File: src/rtl/sise_pkg.sv
// ----------------------------------------------------------------------------
// Sorted integer set engine package
// Shared types and codes for the sorted integer set engine.
// ----------------------------------------------------------------------------
package sise_pkg;

  localparam int unsigned ValueWidth  = 32;
  localparam int unsigned ActionWidth = 3;

  localparam logic [ActionWidth-1:0] ACT_INSERT = 3'd0;
  localparam logic [ActionWidth-1:0] ACT_REMOVE = 3'd1;
  localparam logic [ActionWidth-1:0] ACT_MARK   = 3'd2;
  localparam logic [ActionWidth-1:0] ACT_EMIT   = 3'd3;
  localparam logic [ActionWidth-1:0] ACT_ISECT  = 3'd4;

  typedef struct packed {
    logic                  mark;
    logic [ValueWidth-1:0] value;
  } entry_t;

  typedef enum logic [3:0] {
    ST_IDLE,
    ST_SRCH_RD,
    ST_SRCH_CHK,
    ST_APPLY,
    ST_SHIFT_RD,
    ST_SHIFT_WR,
    ST_CMP_RD,
    ST_CMP_CHK,
    ST_EMIT_START,
    ST_EMIT_RD,
    ST_EMIT_OUT
  } state_t;

endpackage

File: src/rtl/sise_mem.sv
// ----------------------------------------------------------------------------
// Sorted integer set entry memory
// One write port and one read port with registered read data.
// ----------------------------------------------------------------------------
module sise_mem
  import sise_pkg::*;
#(
  parameter int unsigned DEPTH = 64,
  parameter int unsigned AW    = 6
) (
  input  logic          clk,
  input  logic          we,
  input  logic [AW-1:0] waddr,
  input  entry_t        wdata,
  input  logic          re,
  input  logic [AW-1:0] raddr,
  output entry_t        rdata
);

  entry_t mem [DEPTH];

  always_ff @(posedge clk) begin
    if (we) begin
      mem[waddr] <= wdata;
    end
  end

  always_ff @(posedge clk) begin
    if (re) begin
      rdata <= mem[raddr];
    end
  end

endmodule

File: src/rtl/sorted_integer_set_engine_unit.sv
// ----------------------------------------------------------------------------
// Sorted integer set engine
// Keeps an ordered set of distinct signed values in one memory; supports
// insert, remove, intersect marking and ordered emission of the contents.
// Insert/remove/mark search the set in order, and insert/remove then shift the
// following entries, all through the single memory read port; an intersect
// compacts the marked entries before emitting them in order.
// One item is processed at a time. Reset empties the set; no clearing pass.
// ----------------------------------------------------------------------------
module sorted_integer_set_engine_unit
  import sise_pkg::*;
#(
  parameter int unsigned CAPACITY = 64
) (
  input  logic                          clk,
  input  logic                          rst,
  input  logic                          in_valid,
  output logic                          in_stall,
  input  logic [ActionWidth-1:0]        action,
  input  logic signed [ValueWidth-1:0]  value,
  output logic                          out_valid,
  input  logic                          out_stall,
  output logic signed [ValueWidth-1:0]  element,
  output logic                          last,
  output logic                          empty_res,
  output logic                          dropped
);

  localparam int unsigned AW = (CAPACITY > 1) ? $clog2(CAPACITY) : 1;
  localparam int unsigned CW = $clog2(CAPACITY + 1);
  localparam logic [CW-1:0] CapCount = CW'(CAPACITY);
  localparam logic [CW-1:0] One = CW'(1);

  state_t state, state_next;

  logic [ActionWidth-1:0]       act;
  logic signed [ValueWidth-1:0] val;
  logic [CW-1:0] count, count_next;
  logic [CW-1:0] idx, idx_next;
  logic [CW-1:0] wptr, wptr_next;
  logic [CW-1:0] pos, pos_next;
  logic          found, found_next;
  logic          ovf, ovf_next;
  logic          dflag, dflag_next;

  logic          mem_we, mem_re;
  logic [AW-1:0] mem_waddr, mem_raddr;
  entry_t        mem_wdata, mem_rdata;

  logic          in_xfer;
  logic          load_ok;
  logic          load;
  logic signed [ValueWidth-1:0] load_element;
  logic          load_last, load_empty;
  logic          rd_less;
  logic          emit_final;

  assign in_stall  = (state != ST_IDLE);
  assign in_xfer   = in_valid && !in_stall;
  assign load_ok   = !out_valid || !out_stall;
  assign rd_less   = $signed(mem_rdata.value) < val;
  assign emit_final = ((idx + One) == count);

  sise_mem #(
    .DEPTH(CAPACITY),
    .AW   (AW)
  ) u_mem (
    .clk  (clk),
    .we   (mem_we),
    .waddr(mem_waddr),
    .wdata(mem_wdata),
    .re   (mem_re),
    .raddr(mem_raddr),
    .rdata(mem_rdata)
  );

  always_comb begin
    state_next = state;
    unique case (state)
      ST_IDLE: begin
        if (in_xfer) begin
          case (action) inside
            ACT_INSERT, ACT_REMOVE, ACT_MARK: state_next = ST_SRCH_RD;
            ACT_EMIT:  state_next = ST_EMIT_START;
            ACT_ISECT: state_next = ST_CMP_RD;
            default:   state_next = ST_IDLE;
          endcase
        end
      end
      ST_SRCH_RD: state_next = (idx == count) ? ST_APPLY : ST_SRCH_CHK;
      ST_SRCH_CHK: state_next = rd_less ? ST_SRCH_RD : ST_APPLY;
      ST_APPLY: begin
        state_next = ST_IDLE;
        if (act == ACT_INSERT && !found && count != CapCount) begin
          state_next = ST_SHIFT_RD;
        end else if (act == ACT_REMOVE && found) begin
          state_next = ST_SHIFT_RD;
        end
      end
      ST_SHIFT_RD: begin
        if (act == ACT_INSERT) begin
          state_next = (idx == pos) ? ST_IDLE : ST_SHIFT_WR;
        end else begin
          state_next = ((idx + One) >= count) ? ST_IDLE : ST_SHIFT_WR;
        end
      end
      ST_SHIFT_WR: state_next = ST_SHIFT_RD;
      ST_CMP_RD: state_next = (idx == count) ? ST_EMIT_START : ST_CMP_CHK;
      ST_CMP_CHK: state_next = ST_CMP_RD;
      ST_EMIT_START: state_next = ST_EMIT_RD;
      ST_EMIT_RD: begin
        if (count == '0) begin
          state_next = load_ok ? ST_IDLE : ST_EMIT_RD;
        end else begin
          state_next = ST_EMIT_OUT;
        end
      end
      ST_EMIT_OUT: begin
        if (load_ok) begin
          state_next = emit_final ? ST_IDLE : ST_EMIT_RD;
        end
      end
      default: state_next = ST_IDLE;
    endcase
  end

  always_comb begin
    count_next   = count;
    idx_next     = idx;
    wptr_next    = wptr;
    pos_next     = pos;
    found_next   = found;
    ovf_next     = ovf;
    dflag_next   = dflag;
    mem_we       = 1'b0;
    mem_waddr    = idx[AW-1:0];
    mem_wdata    = '{mark: 1'b0, value: val};
    mem_re       = 1'b0;
    mem_raddr    = idx[AW-1:0];
    load         = 1'b0;
    load_element = mem_rdata.value;
    load_last    = emit_final;
    load_empty   = 1'b0;
    unique case (state)
      ST_IDLE: begin
        idx_next  = '0;
        wptr_next = '0;
      end
      ST_SRCH_RD: begin
        if (idx == count) begin
          pos_next   = count;
          found_next = 1'b0;
        end else begin
          mem_re = 1'b1;
        end
      end
      ST_SRCH_CHK: begin
        if (rd_less) begin
          idx_next = idx + One;
        end else begin
          pos_next   = idx;
          found_next = (mem_rdata.value == val);
        end
      end
      ST_APPLY: begin
        if (act == ACT_INSERT && !found) begin
          if (count == CapCount) begin
            ovf_next = 1'b1;
          end else begin
            idx_next = count;
          end
        end else if (act == ACT_REMOVE && found) begin
          idx_next = pos;
        end else if (act == ACT_MARK && found) begin
          mem_we    = 1'b1;
          mem_waddr = pos[AW-1:0];
          mem_wdata = '{mark: 1'b1, value: val};
        end
      end
      ST_SHIFT_RD: begin
        if (act == ACT_INSERT) begin
          if (idx == pos) begin
            mem_we     = 1'b1;
            mem_waddr  = pos[AW-1:0];
            count_next = count + One;
          end else begin
            mem_re    = 1'b1;
            mem_raddr = AW'(idx - One);
          end
        end else begin
          if ((idx + One) >= count) begin
            count_next = count - One;
          end else begin
            mem_re    = 1'b1;
            mem_raddr = AW'(idx + One);
          end
        end
      end
      ST_SHIFT_WR: begin
        mem_we    = 1'b1;
        mem_wdata = mem_rdata;
        idx_next  = (act == ACT_INSERT) ? (idx - One) : (idx + One);
      end
      ST_CMP_RD: begin
        if (idx == count) begin
          count_next = wptr;
        end else begin
          mem_re = 1'b1;
        end
      end
      ST_CMP_CHK: begin
        if (mem_rdata.mark) begin
          mem_we    = 1'b1;
          mem_waddr = wptr[AW-1:0];
          mem_wdata = '{mark: 1'b0, value: mem_rdata.value};
          wptr_next = wptr + One;
        end
        idx_next = idx + One;
      end
      ST_EMIT_START: begin
        dflag_next = ovf;
        ovf_next   = 1'b0;
        idx_next   = '0;
      end
      ST_EMIT_RD: begin
        if (count == '0) begin
          load         = load_ok;
          load_element = '0;
          load_last    = 1'b1;
          load_empty   = 1'b1;
        end else begin
          mem_re = 1'b1;
        end
      end
      ST_EMIT_OUT: begin
        if (load_ok) begin
          load     = 1'b1;
          idx_next = idx + One;
        end
      end
      default: begin
      end
    endcase
  end

  always_ff @(posedge clk) begin
    if (rst) begin
      state     <= ST_IDLE;
      count     <= '0;
      ovf       <= 1'b0;
      out_valid <= 1'b0;
    end else begin
      state <= state_next;
      count <= count_next;
      ovf   <= ovf_next;
      if (load) begin
        out_valid <= 1'b1;
      end else if (!out_stall) begin
        out_valid <= 1'b0;
      end
    end
  end

  always_ff @(posedge clk) begin
    idx   <= idx_next;
    wptr  <= wptr_next;
    pos   <= pos_next;
    found <= found_next;
    dflag <= dflag_next;
    if (in_xfer) begin
      act <= action;
      val <= value;
    end
    if (load) begin
      element   <= load_element;
      last      <= load_last;
      empty_res <= load_empty;
      dropped   <= dflag;
    end
  end

  a_count_bound : assert property (@(posedge clk) disable iff (rst)
    count <= CapCount)
    else $error("entry count exceeds capacity");

  a_count_step : assert property (@(posedge clk) disable iff (rst)
    (state != ST_CMP_RD) |=> (count == $past(count) || count == $past(count) + One ||
                             count + One == $past(count)))
    else $error("entry count moved by more than one outside compaction");

  a_emit_index : assert property (@(posedge clk) disable iff (rst)
    (state == ST_EMIT_OUT) |-> (idx < count))
    else $error("emission index beyond entry count");

  a_search_index : assert property (@(posedge clk) disable iff (rst)
    (state == ST_SRCH_RD || state == ST_CMP_RD) |-> (idx <= count))
    else $error("scan index beyond entry count");

endmodule

File: config.mk
export PLATFORM = sky130hd
export DESIGN_NAME = sorted_integer_set_engine_unit
export DESIGN_NICKNAME = d
export VERILOG_FILES = /design/src/rtl/sise_pkg.sv /design/src/rtl/sise_mem.sv /design/src/rtl/sorted_integer_set_engine_unit.sv
export SDC_FILE = /design/constraint.sdc
export NUM_CORES = 2
export LEC_CHECK = 0
export ABC_AREA = 1
export BUFFER_PORTS_ARGS = -buffer_cell sky130_fd_sc_hd__buf_2
export CORE_MARGIN = 3
export CORE_UTILIZATION = 51
export CTS_CLUSTER_SIZE = 12
export DETAILED_ROUTE_END_ITERATION = 16
export PLACE_DENSITY = 0.66
export SLEW_MARGIN = 15
export SYNTH_ARGS = -nofsm -noshare
export SYNTH_HDL_FRONTEND = slang
export SYNTH_SLANG_ARGS = --single-unit
File: constraint.sdc
create_clock -name clk -period 12.45 [get_ports clk]
set_clock_uncertainty 0.1 [all_clocks]
set_input_delay 1.245 -clock clk [delete_from_list [all_inputs] [get_ports clk]]
set_output_delay 1.245 -clock clk [all_outputs]
set_load 0.02 [all_outputs]
==> Implementation_results.wiki <==
{| class="wikitable"
! Metric !! Value
|-
| CP max FO || 148
|-
| Global placer's final weighted congestion || 0.8784
|-
| Most frequently used cell type in the post-synthesis netlist || sky130_fd_sc_hd__edfxtp_1
|-
| List of cells traversed by the critical path || ha_1 -> nand4_1 -> nor2_1 -> xor2_1 -> inv_1 -> ha_1 -> nand2_1 -> nor2_1 -> nand2_1 -> nand3_1 -> nor2_1 -> nand3_2 -> nand2_4 -> nand2_8 -> nand2_8 -> buf_12 -> buf_4 -> nand2_1 -> nand3_1 -> nand3_1 -> nand3_1 -> nand3_1 -> nand3_1 -> nand2_1
|-
| CP startpoint kind || flop
|-
| Arrival time at the worst endpoint || 7920 ps
|-
| Clk buf depth || 3
|-
| Core ar. || 193800 um^2
|-
| Count of flip-flops with a built-in enable after synthesis || 2238
|-
| Die Area || 201400 um^2
|-
| FF-to-FF End || u_mem.rdata[7]$_DFFE_PP_
|-
| Critical Path Most Common Cell || sky130_fd_sc_hd__nand3_1
|-
| Number of violations reported at the end of detailed-routing iteration 0 || 8779
|-
| Worst-skew pair later-pin latency || 880 ps
|-
| Final max-slew violation count || 0
|-
| Number of buffers inserted by port buffering || 75
|-
| Synth Cell Area || 100000 um^2
|-
| Cell type contributing the most total cell area after synthesis || sky130_fd_sc_hd__edfxtp_1
|-
| Total number of nets in the final design || 9830
|-
| Fraction of final layout cells sized beyond drive strength 1 || 0.06263
|-
| Die width || 448.8 um
|-
| Critical Path Sink || u_mem.rdata[7]$_DFFE_PP_
|-
| Syn Inst Count || 9784
|-
| Relative slew slack || 0.1500
|-
| Non-filler instance count after layout || 12497
|-
| Count of different cell masters after synthesis || 45
|-
| Count of instances resized after the clock tree is built || 0
|-
| WHS Path Cells || 0
|-
| Final setup violation count || 0
|-
| Worst Hold Class || reg -> reg
|-
| Initial core utilization || 0.5160
|-
| Crit Path Category || reg -> reg
|-
| Number of max-cap violations || 0
|-
| Status || complete, no violations
|-
| Maximum operating frequency || 134.7 MHz
|-
| TritonCTS clock tree || done
|-
| RSZ-0062 raised after global routing || false
|-
| Slowest cell on the critical path || sky130_fd_sc_hd__nand2_8
|-
| Layout Area Growth over Synthesis || 10.11%
|-
| Setup slack, reg-to-reg || 5030 ps
|-
| Ys async rst share || 0
|-
| Start of the worst register-to-register path || idx[0]$_DFFE_PP_
|-
| Count of placed standard cells including taps || 12124
|-
| Max IR drop VDD || 185.4 uV
|-
| Detailed Place HPWL || 149000 um
|-
| Capturing element type of the critical path || flop
|-
| Setup TNS || 0 ps
|-
| Required time reported for the critical path endpoint || 12940 ps
|-
| CTS sink cnt || 2251
|-
| Global routing usage summed across all routing layers || 0.2795
|-
| Area contributors post-synth || sky130_fd_sc_hd__edfxtp_1 (67%), sky130_fd_sc_hd__nand3_1 (11%), sky130_fd_sc_hd__nand2_1 (8.3%)
|-
| Routed Wire Length || 286500 um
|-
| Clock tree root buffer cell || sky130_fd_sc_hd__clkbuf_16
|-
| H-Tree Level Count || 4
|-
| Post-synthesis sequential element count || 2251
|-
| CP startpoint || idx[0]$_DFFE_PP_
|-
| Pwr/cell area || 199.2 nW/um^2
|-
| Number of setup buffers added after CTS || 0
|-
| Reg2reg path depth || 24
|-
| Clock transition at path regs || 60 ps
|-
| Area share of the largest cell type after synthesis || 0.6720
|-
| Leakage power summed over all cells || 0.04652 uW
|-
| Post-DR wirelength/cell || 22.92 um
|-
| Total number of yosys warnings || 0
|-
| Period minus WS final || 7423 ps
|-
| Final hold violation count || 0
|-
| IO Pins || 76
|-
| Ratio of routed vias to standard cells || 5.550
|-
| Maximum number of pins on one net before global-route repair || 202
|-
| Global-route wire length before repair || 423400 um
|-
| Fill cells || 16023
|-
| Delay of the slowest cell on the worst path || 880 ps
|-
| Number of nets with antenna violations after routing || 0
|-
| Overflow after GRT || 0
|-
| Share of the cycle needed by the critical path after routing || 0.5962
|-
| Hold slack final || 324.4 ps
|-
| Total iterations of the first detailed-routing run || 6
|-
| Commonest cells in the synthesized netlist || sky130_fd_sc_hd__edfxtp_1 (2238), sky130_fd_sc_hd__nand3_1 (2231), sky130_fd_sc_hd__nand2_1 (2214)
|-
| Measured slew at the worst slew-check pin || 1275 ps
|-
| Antenna violations before repair || 10
|-
| Clock buffers created by TritonCTS || 225
|-
| Total number of placement rows || 161
|-
| Number of global-route vias before repair || 65738
|-
| Post-synth top flop || sky130_fd_sc_hd__edfxtp_1
|-
| Count of unresolved DRC violations after routing || 0
|-
| Synthesized area per cell || 10.22 um^2
|-
| Sequential element share of the synthesized area || 0.6746
|-
| Number of hold buffers added after CTS || 0
|-
| DIE HEIGHT || 448.8 um
|-
| Detailed-route via count || 69362
|-
| Net Count, Synth || 9871
|}
==> worst min-delay path by stage <==
| stage | end | slack [ps] | startpoint |
|---|---|---|---|
| 6_report | dropped$_DFFE_PP_ | 320 | dflag$_DFFE_PP_ |
| 2_1_floorplan | dropped$_DFFE_PP_ | 300 | dflag$_DFFE_PP_ |
| 5_1_grt | dropped$_DFFE_PP_ | 340 | dflag$_DFFE_PP_ |
| 3_5_place_dp | dropped$_DFFE_PP_ | 310 | dflag$_DFFE_PP_ |
| 4_1_cts | dropped$_DFFE_PP_ | 330 | dflag$_DFFE_PP_ |
| 3_3_place_gp | dropped$_DFFE_PP_ | 310 | dflag$_DFFE_PP_ |
==> state kept, by name (all words and copies together) (netlist names) <==
| name | cells |
|---|---|
| idx | 7 |
| dropped | 1 |
| out_valid | 1 |
| dflag | 1 |
| wptr | 7 |
| val | 32 |
| act | 3 |
| ovf | 1 |
| last | 1 |
| u_mem.rdata | 33 |
| empty_res | 1 |
| pos | 7 |
| count | 7 |
| element | 32 |
| state | 4 |
| u_mem.mem | 2112 |
| found | 1 |
==> metal layers <==
metal	global-route usage	up-vias	wire (um)
met5	0	-	25
met4	0.1011	4	10270
met3	0.05124	567	30290
met2	0.4437	3686	131400
met1	0.3877	33403	114500
li1	-	31702	-
==> layout by cell type, fill, tap and decap left out, types with 10 or more instances in the layout <==
master,n
sky130_fd_sc_hd__clkbuf_1,61
sky130_fd_sc_hd__nor2_4,62
sky130_fd_sc_hd__ha_1,47
sky130_fd_sc_hd__nand2_1,2211
sky130_fd_sc_hd__clkinv_1,48
sky130_fd_sc_hd__nor3_1,12
sky130_fd_sc_hd__nor2_1,106
sky130_fd_sc_hd__dfxtp_1,13
sky130_fd_sc_hd__buf_2,75
sky130_fd_sc_hd__clkbuf_16,227
sky130_fd_sc_hd__nand3_1,2230
sky130_fd_sc_hd__nand4_1,12
sky130_fd_sc_hd__o21ai_0,40
sky130_fd_sc_hd__o22ai_1,11
sky130_fd_sc_hd__buf_12,14
sky130_fd_sc_hd__clkinv_2,15
sky130_fd_sc_hd__xor2_1,10
sky130_fd_sc_hd__o21ai_4,37
sky130_fd_sc_hd__a21oi_1,41
sky130_fd_sc_hd__edfxtp_1,2238
sky130_fd_sc_hd__buf_4,139
sky130_fd_sc_hd__inv_1,2145
==> worst max-delay path, delay by kind of cell, from the launching register on <==
family | cells | cell delay, ps
xor+xnor | 1 | 180
fa+ha+maj | 2 | 610
flops | 1 | 800
simple gates | 18 | 3630
buf+inv | 3 | 1400
==> area by class of cell <==
class,count,area (um^2),share of cell area
sequential,2251,67460,0.6127
multi-input combinational,4881,23070,0.2095
inverter,2156,8117,0.07371
clock buffer,288,5909,0.05367
tap,2608,3263,0.02963
timing repair buffer,228,1699,0.01543
clock inverter,80,575.6,0.005227
antenna,5,12.51,0.0001136
==> power by group <==
| part | leakage (uW) | switching (uW) | internal, uW |
|---|---|---|---|
| Combinational | 0.0232 | 5150 | 1810 |
| Clock | 0.00314 | 2800 | 3350 |
| Sequential | 0.0202 | 163 | 8670 |
==> cell families after synthesis <==
family | after synthesis | share of synthesized area
buffers and inverters | 2652 | 0.1046
and+or+nand+nor | 4661 | 0.2044
DFF | 2251 | 0.6746
xor gates and xnor gates | 14 | 0.001226
AOI/OAI and AO/OA | 158 | 0.009071
adders and majority gates | 48 | 0.006081
==> per-stage QoR <==
| step | total power (uW) | util | area, um^2 | setup WS [ps] |
|---|---|---|---|---|
| floorplan | 13470 | - | 100000 | 7607 |
| global placement | 15680 | 0.5346 | 103600 | 5367 |
| detailed placement | 15780 | 0.5346 | 103600 | 5260 |
| CTS | 21870 | 0.5681 | 110100 | 5266 |
| global route | 22880 | 0.5682 | 110100 | 4576 |
| finish | 21940 | 0.5682 | 110100 | 5027 |
(Power assumes the default switching activity.)
